===== config.mk =====
export PLATFORM = sky130hd
export DESIGN_NAME = keypad_touch_sampler_autorepeat
export DESIGN_NICKNAME = d
export VERILOG_FILES = /design/src/hdl/ktsa_pkg.sv /design/src/hdl/keypad_touch_sampler_autorepeat.sv /design/src/hdl/ktsa_cfg.sv /design/src/hdl/ktsa_frame.sv
export VERILOG_INCLUDE_DIRS = /design/src /design/src/hdl
export SDC_FILE = /design/constraint.sdc
export NUM_CORES = 1
export LEC_CHECK = 0
export BUFFER_PORTS_ARGS = -buffer_cell sky130_fd_sc_hd__clkbuf_2
export CAP_MARGIN = 25
export CORE_ASPECT_RATIO = 1.5
export CORE_UTILIZATION = 45
export DETAILED_ROUTE_END_ITERATION = 8
export GPL_TIMING_DRIVEN = 0
export PLACE_DENSITY = 0.66
export SYNTH_ARGS = -nofsm -noshare
export SYNTH_HDL_FRONTEND = slang
export SYNTH_HIERARCHICAL = 1
export SYNTH_SLANG_ARGS = --single-unit

===== constraint.sdc =====
create_clock -name clk -period 6.05 [get_ports clk]
set_input_delay 0.3025 -clock clk [delete_from_list [all_inputs] [get_ports clk]]
set_output_delay 0.3025 -clock clk [all_outputs]
set_load 0.05 [all_outputs]

===== src/hdl/assert_macros.svh =====
// assertion helpers shared by the rtl files
// both sample on the rising edge of clk and are off while rst is high
`ifndef ASSERT_MACROS_SVH
`define ASSERT_MACROS_SVH

// same-cycle implication
`define ASSERT_SAME(label, ante, cons) \
  label: assert property (@(posedge clk) disable iff (rst) (ante) |-> (cons)) \
    else $error("assertion failed");

// next-cycle implication
`define ASSERT_NEXT(label, ante, cons) \
  label: assert property (@(posedge clk) disable iff (rst) (ante) |=> (cons)) \
    else $error("assertion failed");

`endif


===== src/hdl/ktsa_pkg.sv =====
`timescale 1ns / 1ps
package ktsa_pkg;

  // port width of every key mask
  localparam int KEY_BITS = 16;
  localparam int KEY_WIDTH_DEF = 16;

  // handheld key layout
  localparam int BIT_A     = 0;
  localparam int BIT_START = 3;
  localparam int BIT_R     = 8;
  localparam int BIT_L     = 9;
  localparam int BIT_X     = 10;
  localparam int BIT_Y     = 11;

  // register indexes on the config port
  localparam logic [1:0] CFG_BUTTON_MODE     = 2'd0;
  localparam logic [1:0] CFG_CONTINUE_DELAY  = 2'd1;
  localparam logic [1:0] CFG_START_DELAY     = 2'd2;

  localparam logic [7:0] CONTINUE_DELAY_RST = 8'd4;
  localparam logic [7:0] START_DELAY_RST    = 8'd8;

  typedef enum logic [1:0] {
    MODE_NORMAL  = 2'd0,
    MODE_START_X = 2'd1,
    MODE_SWAP_XY = 2'd2,
    MODE_L_AS_A  = 2'd3
  } mode_t;

  typedef enum logic [1:0] {
    VAL_OK       = 2'd0,
    VAL_X_BAD    = 2'd1,
    VAL_Y_BAD    = 2'd2,
    VAL_BOTH_BAD = 2'd3
  } validity_t;

  typedef struct packed {
    mode_t      button_mode;
    logic [7:0] continue_delay;
    logic [7:0] start_delay;
  } cfg_t;

  typedef struct packed {
    logic                lid_closed;
    logic [KEY_BITS-1:0] pad_keys;
    logic [KEY_BITS-1:0] injected_keys;
    logic [7:0]          sample_x;
    logic [7:0]          sample_y;
    validity_t           sample_validity;
    logic                sample_contact;
  } item_t;

  typedef struct packed {
    logic [KEY_BITS-1:0] keys_new;
    logic [KEY_BITS-1:0] keys_held;
    logic [KEY_BITS-1:0] keys_new_or_repeat;
    logic [7:0]          touch_x;
    logic [7:0]          touch_y;
    logic                touch_new;
    logic                touch_held;
  } result_t;

  typedef struct packed {
    logic       hold;
    logic [7:0] x;
    logic [7:0] y;
  } touch_t;

  function automatic logic [KEY_BITS-1:0] remap_keys(input logic [KEY_BITS-1:0] k,
                                                     input mode_t mode);
    logic [KEY_BITS-1:0] r;
    r = k;
    case (mode)
      MODE_START_X: begin
        if (k[BIT_START]) r[BIT_X] = 1'b1;
      end
      MODE_SWAP_XY: begin
        r[BIT_X] = k[BIT_Y];
        r[BIT_Y] = k[BIT_X];
      end
      MODE_L_AS_A: begin
        if (k[BIT_L]) r[BIT_A] = 1'b1;
        r[BIT_L] = 1'b0;
        r[BIT_R] = 1'b0;
      end
      default: begin
        r = k;
      end
    endcase
    return r;
  endfunction

endpackage


===== src/hdl/keypad_touch_sampler_autorepeat.sv =====
`timescale 1ns / 1ps
// keypad and touch frame sampler with key edge detect and autorepeat
//
// input channel: one word per frame (lid flag, pad and injected key masks,
//   touch sample with validity and contact), taken when in_valid is high
//   and in_stall is low
// output channel: one word per frame (new, held and new-or-repeat key masks
//   after button remapping, touch position, touch begin and touch hold),
//   presented with out_valid; the receiver holds it with out_stall
// config port: cfg_we writes cfg_data to the register picked by cfg_index
//   (0 button mode, 1 repeat continue delay, 2 repeat start delay); write
//   only while no frame is in flight
// path: an accepted frame waits in the input register and moves through
//   the frame logic into the output register whenever that register advances
// throughput: one frame per cycle while out_stall is low; the frame logic
//   between the input register and the output register is a single pass of
//   masks, one 8-bit decrement and compare, and a few muxes
// stall: while out_stall holds a waiting word, the input register keeps one
//   more frame and in_stall rises only once both are full
// reset: rst (synchronous) empties both registers, clears the held keys,
//   the repeat countdown and touch state, and loads the register defaults
`include "assert_macros.svh"
module keypad_touch_sampler_autorepeat #(
  parameter int KEY_WIDTH = ktsa_pkg::KEY_WIDTH_DEF
) (
  input  logic                          clk,
  input  logic                          rst,
  input  logic                          cfg_we,
  input  logic [1:0]                    cfg_index,
  input  logic [7:0]                    cfg_data,
  input  logic                          in_valid,
  output logic                          in_stall,
  input  logic                          lid_closed,
  input  logic [ktsa_pkg::KEY_BITS-1:0] pad_keys,
  input  logic [ktsa_pkg::KEY_BITS-1:0] injected_keys,
  input  logic [7:0]                    sample_x,
  input  logic [7:0]                    sample_y,
  input  logic [1:0]                    sample_validity,
  input  logic                          sample_contact,
  output logic                          out_valid,
  input  logic                          out_stall,
  output logic [ktsa_pkg::KEY_BITS-1:0] keys_new,
  output logic [ktsa_pkg::KEY_BITS-1:0] keys_held,
  output logic [ktsa_pkg::KEY_BITS-1:0] keys_new_or_repeat,
  output logic [7:0]                    touch_x_out,
  output logic [7:0]                    touch_y_out,
  output logic                          touch_new_out,
  output logic                          touch_held_out
);
  import ktsa_pkg::*;

  cfg_t                 cfg;
  item_t                in_word;
  item_t                s1_item;
  logic                 s1_valid;
  logic                 advance;
  logic                 lid_frame;
  result_t              result;
  result_t              result_next;

  // frame state
  logic [KEY_WIDTH-1:0] last_keys;
  logic [KEY_WIDTH-1:0] last_keys_next;
  logic [7:0]           countdown;
  logic [7:0]           countdown_next;
  touch_t               touch;
  touch_t               touch_next;

  ktsa_cfg u_cfg (
    .clk       (clk),
    .rst       (rst),
    .cfg_we    (cfg_we),
    .cfg_index (cfg_index),
    .cfg_data  (cfg_data),
    .cfg       (cfg)
  );

  assign in_word.lid_closed      = lid_closed;
  assign in_word.pad_keys        = pad_keys;
  assign in_word.injected_keys   = injected_keys;
  assign in_word.sample_x        = sample_x;
  assign in_word.sample_y        = sample_y;
  assign in_word.sample_validity = validity_t'(sample_validity);
  assign in_word.sample_contact  = sample_contact;

  // output register moves when empty or when its word is taken
  assign advance  = !out_valid || !out_stall;
  assign in_stall = s1_valid && !advance;

  // input register
  always_ff @(posedge clk) begin
    if (rst) begin
      s1_valid <= 1'b0;
    end else if (!in_stall) begin
      s1_valid <= in_valid;
    end
  end

  always_ff @(posedge clk) begin
    if (!in_stall && in_valid) begin
      s1_item <= in_word;
    end
  end

  ktsa_frame #(
    .KEY_WIDTH (KEY_WIDTH)
  ) u_frame (
    .item           (s1_item),
    .cfg            (cfg),
    .last_keys      (last_keys),
    .countdown      (countdown),
    .touch          (touch),
    .last_keys_next (last_keys_next),
    .countdown_next (countdown_next),
    .touch_next     (touch_next),
    .result         (result_next)
  );

  // frame state and output register advance together, one frame a cycle while advance is high
  always_ff @(posedge clk) begin
    if (rst) begin
      out_valid <= 1'b0;
      last_keys <= '0;
      countdown <= '0;
      touch     <= '0;
    end else if (advance) begin
      out_valid <= s1_valid;
      if (s1_valid) begin
        last_keys <= last_keys_next;
        countdown <= countdown_next;
        touch     <= touch_next;
      end
    end
  end

  always_ff @(posedge clk) begin
    if (advance && s1_valid) begin
      result <= result_next;
    end
  end

  assign keys_new           = result.keys_new;
  assign keys_held          = result.keys_held;
  assign keys_new_or_repeat = result.keys_new_or_repeat;
  assign touch_x_out        = result.touch_x;
  assign touch_y_out        = result.touch_y;
  assign touch_new_out      = result.touch_new;
  assign touch_held_out     = result.touch_held;

  // a lid-closed frame moving into the output register
  assign lid_frame = advance && s1_valid && s1_item.lid_closed;

  // a lid-closed frame blanks the word and drops touch hold
  `ASSERT_NEXT(a_lid_blank, lid_frame, !touch.hold && keys_held == '0 && touch_x_out == 8'd0)
  // touch begin only comes with touch held
  `ASSERT_SAME(a_touch_new_held, out_valid && touch_new_out, touch_held_out)
  // new and repeated keys are always a subset of the held keys
  `ASSERT_SAME(a_new_in_held, out_valid, (keys_new & ~keys_held) == '0)
  `ASSERT_SAME(a_rep_in_held, out_valid, (keys_new_or_repeat & ~keys_held) == '0)
  // touch hold in the output word tracks the frame state it came from
  `ASSERT_NEXT(a_hold_tracks, advance && s1_valid, touch_held_out == touch.hold)

endmodule


===== src/hdl/ktsa_cfg.sv =====
`timescale 1ns / 1ps
module ktsa_cfg (
  input  logic               clk,
  input  logic               rst,
  input  logic               cfg_we,
  input  logic [1:0]         cfg_index,
  input  logic [7:0]         cfg_data,
  output ktsa_pkg::cfg_t     cfg
);
  import ktsa_pkg::*;

  always_ff @(posedge clk) begin
    if (rst) begin
      cfg.button_mode    <= MODE_NORMAL;
      cfg.continue_delay <= CONTINUE_DELAY_RST;
      cfg.start_delay    <= START_DELAY_RST;
    end else if (cfg_we) begin
      case (cfg_index)
        CFG_BUTTON_MODE:    cfg.button_mode    <= mode_t'(cfg_data[1:0]);
        CFG_CONTINUE_DELAY: cfg.continue_delay <= cfg_data;
        CFG_START_DELAY:    cfg.start_delay    <= cfg_data;
        default: begin
          // unused index, write dropped
        end
      endcase
    end
  end

endmodule


===== src/hdl/ktsa_frame.sv =====
`timescale 1ns / 1ps
module ktsa_frame #(
  parameter int KEY_WIDTH = ktsa_pkg::KEY_WIDTH_DEF
) (
  input  ktsa_pkg::item_t        item,
  input  ktsa_pkg::cfg_t         cfg,
  input  logic [KEY_WIDTH-1:0]   last_keys,
  input  logic [7:0]             countdown,
  input  ktsa_pkg::touch_t       touch,
  output logic [KEY_WIDTH-1:0]   last_keys_next,
  output logic [7:0]             countdown_next,
  output ktsa_pkg::touch_t       touch_next,
  output ktsa_pkg::result_t      result
);
  import ktsa_pkg::*;

  logic [KEY_WIDTH-1:0] raw;
  logic [KEY_WIDTH-1:0] fresh;
  logic [KEY_WIDTH-1:0] rep;
  logic [7:0]           cd_dec;
  logic                 contact;

  // keys above KEY_WIDTH are dropped here
  assign raw    = KEY_WIDTH'(item.pad_keys | item.injected_keys);
  assign fresh  = raw & ~last_keys;
  assign cd_dec = countdown - 8'd1;

  always_comb begin
    rep            = fresh;
    countdown_next = countdown;
    last_keys_next = last_keys;
    touch_next     = touch;
    contact        = item.sample_contact;
    result         = '0;
    if (item.lid_closed) begin
      touch_next.hold = 1'b0;
    end else begin
      // same non-empty set held: run the countdown, fire on zero
      if (raw != '0 && raw == last_keys) begin
        if (cd_dec == 8'd0) begin
          rep            = raw;
          countdown_next = cfg.continue_delay;
        end else begin
          countdown_next = cd_dec;
        end
      end else begin
        countdown_next = cfg.start_delay;
      end
      last_keys_next = raw;

      case (item.sample_validity)
        VAL_OK: begin
          touch_next.x = item.sample_x;
          touch_next.y = item.sample_y;
        end
        VAL_X_BAD: begin
          if (touch.hold) touch_next.y = item.sample_y;
          else contact = 1'b0;
        end
        VAL_Y_BAD: begin
          if (touch.hold) touch_next.x = item.sample_x;
          else contact = 1'b0;
        end
        default: begin
          if (!touch.hold) contact = 1'b0;
        end
      endcase
      touch_next.hold = contact;

      result.keys_new           = remap_keys(KEY_BITS'(fresh), cfg.button_mode);
      result.keys_held          = remap_keys(KEY_BITS'(raw), cfg.button_mode);
      result.keys_new_or_repeat = remap_keys(KEY_BITS'(rep), cfg.button_mode);
      result.touch_x            = touch_next.x;
      result.touch_y            = touch_next.y;
      result.touch_new          = contact & ~touch.hold;
      result.touch_held         = contact;
    end
  end

endmodule

==> flow_summary.html <==
<table>
<tr><th>Metric</th><th>Value</th></tr>
<tr><th colspan="2">Critical path</th></tr>
<tr><td>Critical Path Source Type</td><td>register</td></tr>
<tr><td>Maximum net fanout on the critical path</td><td>10</td></tr>
<tr><td>Data arrival at the endpoint of the critical path</td><td>3.98 ns</td></tr>
<tr><td>Category of the most critical setup path</td><td>register to register</td></tr>
<tr><td>Endpoint required time on the critical path</td><td>6.41 ns</td></tr>
<tr><td>Endpoint class of the critical path</td><td>register</td></tr>
<tr><th colspan="2">STA</th></tr>
<tr><td>Number of setup violations in the final report</td><td>0</td></tr>
<tr><td>Setup repair after global routing missed its margin</td><td>no</td></tr>
<tr><td>Pin slew with the least headroom to its limit</td><td>1.02 ns</td></tr>
<tr><td>Hold Violations, Final</td><td>0</td></tr>
<tr><td>Highest attainable clock frequency</td><td>0.276 GHz</td></tr>
<tr><td>Fin Hold WS</td><td>approximately 0.046 ns</td></tr>
<tr><td>Worst Slack Setup Final</td><td>~2.4 ns</td></tr>
<tr><td>Final Critical Period</td><td>~3.6 ns</td></tr>
<tr><td>Number of pins with negative max-slew slack in the final report</td><td>0</td></tr>
<tr><td>Max_slew headroom</td><td>0.313</td></tr>
<tr><td>Final worst-path cycle share</td><td>0.598</td></tr>
<tr><td>Final setup skew</td><td>0.00841 ns</td></tr>
<tr><td>Setup TNS</td><td>0 ns</td></tr>
<tr><th colspan="2">Cells and area</th></tr>
<tr><td>Fraction of layout cells with a size suffix above 1</td><td>0.247</td></tr>
<tr><td>P&amp;R area growth vs syn</td><td>19.3%</td></tr>
<tr><td>Final nets</td><td>~950</td></tr>
<tr><td>Diode count</td><td>0</td></tr>
<tr><td>Number of standard cells in the layout, taps in and fillers out</td><td>1127</td></tr>
<tr><td>Fill cell total of the finished layout</td><td>1578</td></tr>
<tr><th colspan="2">Synth</th></tr>
<tr><td>Synth cell types</td><td>56</td></tr>
<tr><td>Biggest area contributors in the synthesized netlist</td><td>sky130_fd_sc_hd__edfxtp_1 42%, sky130_fd_sc_hd__dfxtp_1 15%, sky130_fd_sc_hd__mux2i_1 9.6%</td></tr>
<tr><td>Share of Yosys cell area claimed by the top area cell type</td><td>0.421</td></tr>
<tr><td>Most used flip-flop cell after synthesis</td><td>sky130_fd_sc_hd__edfxtp_1</td></tr>
<tr><td>Part of the Yosys area used for sequential elements</td><td>0.566</td></tr>
<tr><td>Post-synthesis cell count</td><td>711</td></tr>
<tr><td>Post-synthesis async set-or-reset flop share</td><td>0</td></tr>
<tr><td>Number of flops mapped to enable cells by yosys</td><td>118</td></tr>
<tr><td>Cell type with the largest total area after synthesis</td><td>sky130_fd_sc_hd__edfxtp_1</td></tr>
<tr><td>Count of synthesis-stage warnings from yosys</td><td>6</td></tr>
<tr><td>Average instance area after synthesis</td><td>11.8 sq um</td></tr>
<tr><td>Synthesized area</td><td>8410 sq um</td></tr>
<tr><td>Register bit count reported by yosys</td><td>approximately 180</td></tr>
<tr><td>Post-synthesis net count</td><td>799</td></tr>
<tr><th colspan="2">Outcome</th></tr>
<tr><td>Outcome</td><td>complete, no violations</td></tr>
<tr><th colspan="2">Routing</th></tr>
<tr><td>Detailed-route wire length per cell</td><td>16.6 um</td></tr>
<tr><td>Aggregate routed wire length</td><td>18800 um</td></tr>
<tr><td>Antenna violation net count after detailed routing</td><td>0</td></tr>
<tr><td>DRC violations left</td><td>0</td></tr>
<tr><td>DR vias/cell</td><td>roughly 5.1</td></tr>
<tr><td>Total via count in the routed design</td><td>5728</td></tr>
<tr><td>Total iterations of the first detailed-routing run</td><td>4</td></tr>
<tr><td>Number of DRC violations after detailed-routing iteration 0</td><td>287</td></tr>
<tr><th colspan="2">Global routing</th></tr>
<tr><td>Total grt overflow</td><td>0</td></tr>
<tr><td>Overall track demand over capacity in global routing</td><td>0.203</td></tr>
<tr><td>Vias in the first global route</td><td>5785</td></tr>
<tr><td>Maximum number of pins on one net before global-route repair</td><td>76</td></tr>
<tr><td>First-pass GRT wire length</td><td>29800 um</td></tr>
<tr><td>Initial antenna violation count</td><td>0</td></tr>
<tr><th colspan="2">Clock network</th></tr>
<tr><td>Number of hold-repair buffers added at the cts stage</td><td>0</td></tr>
<tr><td>TritonCTS clock tree</td><td>built</td></tr>
<tr><td>Number of buffers created by CTS</td><td>17</td></tr>
<tr><td>Post-CTS setup buffer count</td><td>0</td></tr>
<tr><td>Clock edge transition at the registers on the reported setup and hold paths</td><td>approximately 0.070 ns</td></tr>
<tr><td>Clock root buffer</td><td>sky130_fd_sc_hd__clkbuf_16</td></tr>
<tr><td>Maximum level of the CTS H-tree</td><td>4</td></tr>
<tr><td>Number of gates resized after CTS</td><td>0</td></tr>
<tr><td>Number of sinks handled by clock tree synthesis</td><td>179</td></tr>
<tr><td>Clk buf depth</td><td>2</td></tr>
<tr><td>Latest clock arrival within the worst-skew pair</td><td>0.43 ns</td></tr>
<tr><th colspan="2">Floorplanning</th></tr>
<tr><td>Chip width</td><td>114 um</td></tr>
<tr><td>Starting Density</td><td>0.465</td></tr>
<tr><td>Core Box Area</td><td>18100 sq um</td></tr>
<tr><td>Height of the chip</td><td>169 um</td></tr>
<tr><td>Number of top-level pins</td><td>135</td></tr>
<tr><td>Number of cell rows</td><td>60</td></tr>
<tr><td>Die area</td><td>roughly 19000 sq um</td></tr>
<tr><th colspan="2">Placement</th></tr>
<tr><td>GP Congestion</td><td>roughly 0.83</td></tr>
<tr><td>Port bufs</td><td>133</td></tr>
<tr><td>Placed instance count</td><td>about 1100</td></tr>
<tr><td>DP Wirelength</td><td>13800 um</td></tr>
<tr><td>Worst setup slack after placement</td><td>around 2.6 ns</td></tr>
<tr><th colspan="2">Power and ir drop</th></tr>
<tr><td>VDD IR-drop max</td><td>133 uV</td></tr>
<tr><td>P per Cell Area</td><td>287 nW/um^2</td></tr>
<tr><td>Leakage</td><td>roughly 3.8 nW</td></tr>
<tr><td>PnR Total Power</td><td>2.88 mW</td></tr>
<tr><th colspan="2">Worst hold path</th></tr>
<tr><td>Type of the most critical hold path</td><td>input port to register</td></tr>
<tr><th colspan="2">Flow run</th></tr>
<tr><td>Maxcap violations</td><td>0</td></tr>
</table>
==> logic make-up after synthesis <==
kind of cell	after synthesis	share of synthesized area
XOR/XNOR	3	0.00312
adder cells (fa/ha/maj)	21	0.0312
AO/OA/AOI/OAI	81	0.0640
multiplexers	100	0.122
flip-flops	179	0.566
buffers and inverters	80	0.0483
AND/OR/NAND/NOR	247	0.165
==> report_power, final <==
part / internal, mW / leakage [nW] / switching, mW / total, mW
Combinational: 0.123 / 1.92 / 0.226 / 0.349
Clock: 0.654 / 0.299 / 0.473 / 1.13
Sequential: 1.37 / 1.63 / 0.0279 / 1.40
Total: 2.15 / 3.85 / 0.727 / 2.88
==> metrics by stage <==
stage	area, sq um	utilization
after CTS	10000	0.554
after global placement	9390	0.519
after global routing	10000	0.554
after floorplan	8410	-
final	10000	0.554
after detailed placement	9430	0.521
==> cell type report <==
type,instances,area (sq um),share of cell area
multi-input combinational,452,3250,0.324
sequential,179,4760,0.475
tap,248,310,0.0309
clock inverter,15,176,0.0176
clock buffer,17,425,0.0424
buffer,42,264,0.0263
timing repair buffer,136,701,0.0698
inverter,38,143,0.0142
==> worst max-delay path, cell delays in order (launching register included) <==
cell and delay (ns):
sky130_fd_sc_hd__edfxtp_1 0.39, sky130_fd_sc_hd__nor2_1 0.31, sky130_fd_sc_hd__inv_1 0.16, sky130_fd_sc_hd__ha_1 0.31, sky130_fd_sc_hd__nand4_1 0.14, sky130_fd_sc_hd__nor4_1 0.49
sky130_fd_sc_hd__o21a_1 0.18, sky130_fd_sc_hd__clkbuf_1 0.46, sky130_fd_sc_hd__buf_1 0.46, sky130_fd_sc_hd__o21ai_0 0.22, sky130_fd_sc_hd__o22ai_1 0.22, sky130_fd_sc_hd__nand2b_1 0.08
sky130_fd_sc_hd__mux2i_1 0.13
==> worst paths after layout <==
kind / start / endpoint / slack (ns) / cells past startpoint
setup / recovery: s1_item[28] / countdown[1] / 2.43 / 12
hold / removal: pad_keys[7] / s1_item[42] / 0.05 / 1
setup reg to reg: s1_item[28] / countdown[1] / 2.43 / 12
hold reg to reg: last_keys[11] / last_keys[11] / 0.47 / 2
==> cell usage after synthesis (3+ instances only) <==
cell type and n:
sky130_fd_sc_hd__nand4_1 6, sky130_fd_sc_hd__a21oi_1 38, sky130_fd_sc_hd__mux2_2 18, sky130_fd_sc_hd__clkbuf_1 24
sky130_fd_sc_hd__nand2_1 4, sky130_fd_sc_hd__and2_1 4, sky130_fd_sc_hd__buf_6 3, sky130_fd_sc_hd__a31oi_1 6
sky130_fd_sc_hd__buf_12 4, sky130_fd_sc_hd__a211oi_2 4, sky130_fd_sc_hd__o22ai_1 5, sky130_fd_sc_hd__buf_2 6
sky130_fd_sc_hd__buf_4 3, sky130_fd_sc_hd__o21ai_0 3, sky130_fd_sc_hd__nor3_1 3, sky130_fd_sc_hd__edfxtp_1 118
sky130_fd_sc_hd__nand2b_1 108, sky130_fd_sc_hd__nor4_1 10, sky130_fd_sc_hd__nand3_1 9, sky130_fd_sc_hd__mux2i_1 81
sky130_fd_sc_hd__nor2b_1 11, sky130_fd_sc_hd__inv_1 38, sky130_fd_sc_hd__a211oi_1 10, sky130_fd_sc_hd__ha_1 21
sky130_fd_sc_hd__nor2_1 75, sky130_fd_sc_hd__dfxtp_1 61
==> registers in the layout (all words and copies together), names as in the netlist, 16 cells and up <==
signal	count
s1_item	52
u_cfg/cfg	18
touch	17
keys_held	16
keys_new	16
keys_new_or_repeat	16
last_keys	16
==> per-layer routing <==
layer	GRT usage	share of wire	vias to the layer above
met5	0	0	-
met4	0.0772	0.022	0
met3	0.0375	0.041	21
met2	0.377	0.53	178
met1	0.227	0.40	2701
li1	-	-	2828
==> layout by cell type, fill, tap and decap left out, types with 3 or more instances in the layout <==
cell | netlist | layout
sky130_fd_sc_hd__and2_1 | 4 | 4
sky130_fd_sc_hd__nor4_1 | 10 | 10
sky130_fd_sc_hd__buf_12 | 4 | 5
sky130_fd_sc_hd__ha_1 | 21 | 21
sky130_fd_sc_hd__nor2_1 | 75 | 74
sky130_fd_sc_hd__a21oi_1 | 38 | 38
sky130_fd_sc_hd__mux2_2 | 18 | 18
sky130_fd_sc_hd__mux2i_1 | 81 | 81
sky130_fd_sc_hd__a211oi_2 | 4 | 4
sky130_fd_sc_hd__nand4_1 | 6 | 6
sky130_fd_sc_hd__nand3_1 | 9 | 9
sky130_fd_sc_hd__clkbuf_1 | 24 | 24
sky130_fd_sc_hd__o21ai_0 | 3 | 3
sky130_fd_sc_hd__nand2_1 | 4 | 4
sky130_fd_sc_hd__nand2b_1 | 108 | 108
sky130_fd_sc_hd__clkbuf_16 | 0 | 17
sky130_fd_sc_hd__dfxtp_1 | 61 | 61
sky130_fd_sc_hd__o22ai_1 | 5 | 5
sky130_fd_sc_hd__inv_1 | 38 | 38
sky130_fd_sc_hd__a211oi_1 | 10 | 10
sky130_fd_sc_hd__buf_4 | 3 | 5
sky130_fd_sc_hd__nor2b_1 | 11 | 11
sky130_fd_sc_hd__bufinv_16 | 0 | 3
sky130_fd_sc_hd__clkbuf_2 | 0 | 133
sky130_fd_sc_hd__nor3_1 | 3 | 3
sky130_fd_sc_hd__clkinv_2 | 0 | 3
sky130_fd_sc_hd__inv_6 | 0 | 4
sky130_fd_sc_hd__a31oi_1 | 6 | 6
sky130_fd_sc_hd__buf_2 | 6 | 6
sky130_fd_sc_hd__edfxtp_1 | 118 | 118
sky130_fd_sc_hd__buf_6 | 3 | 3
No activity file was read; power rests on OpenSTA's default activity.
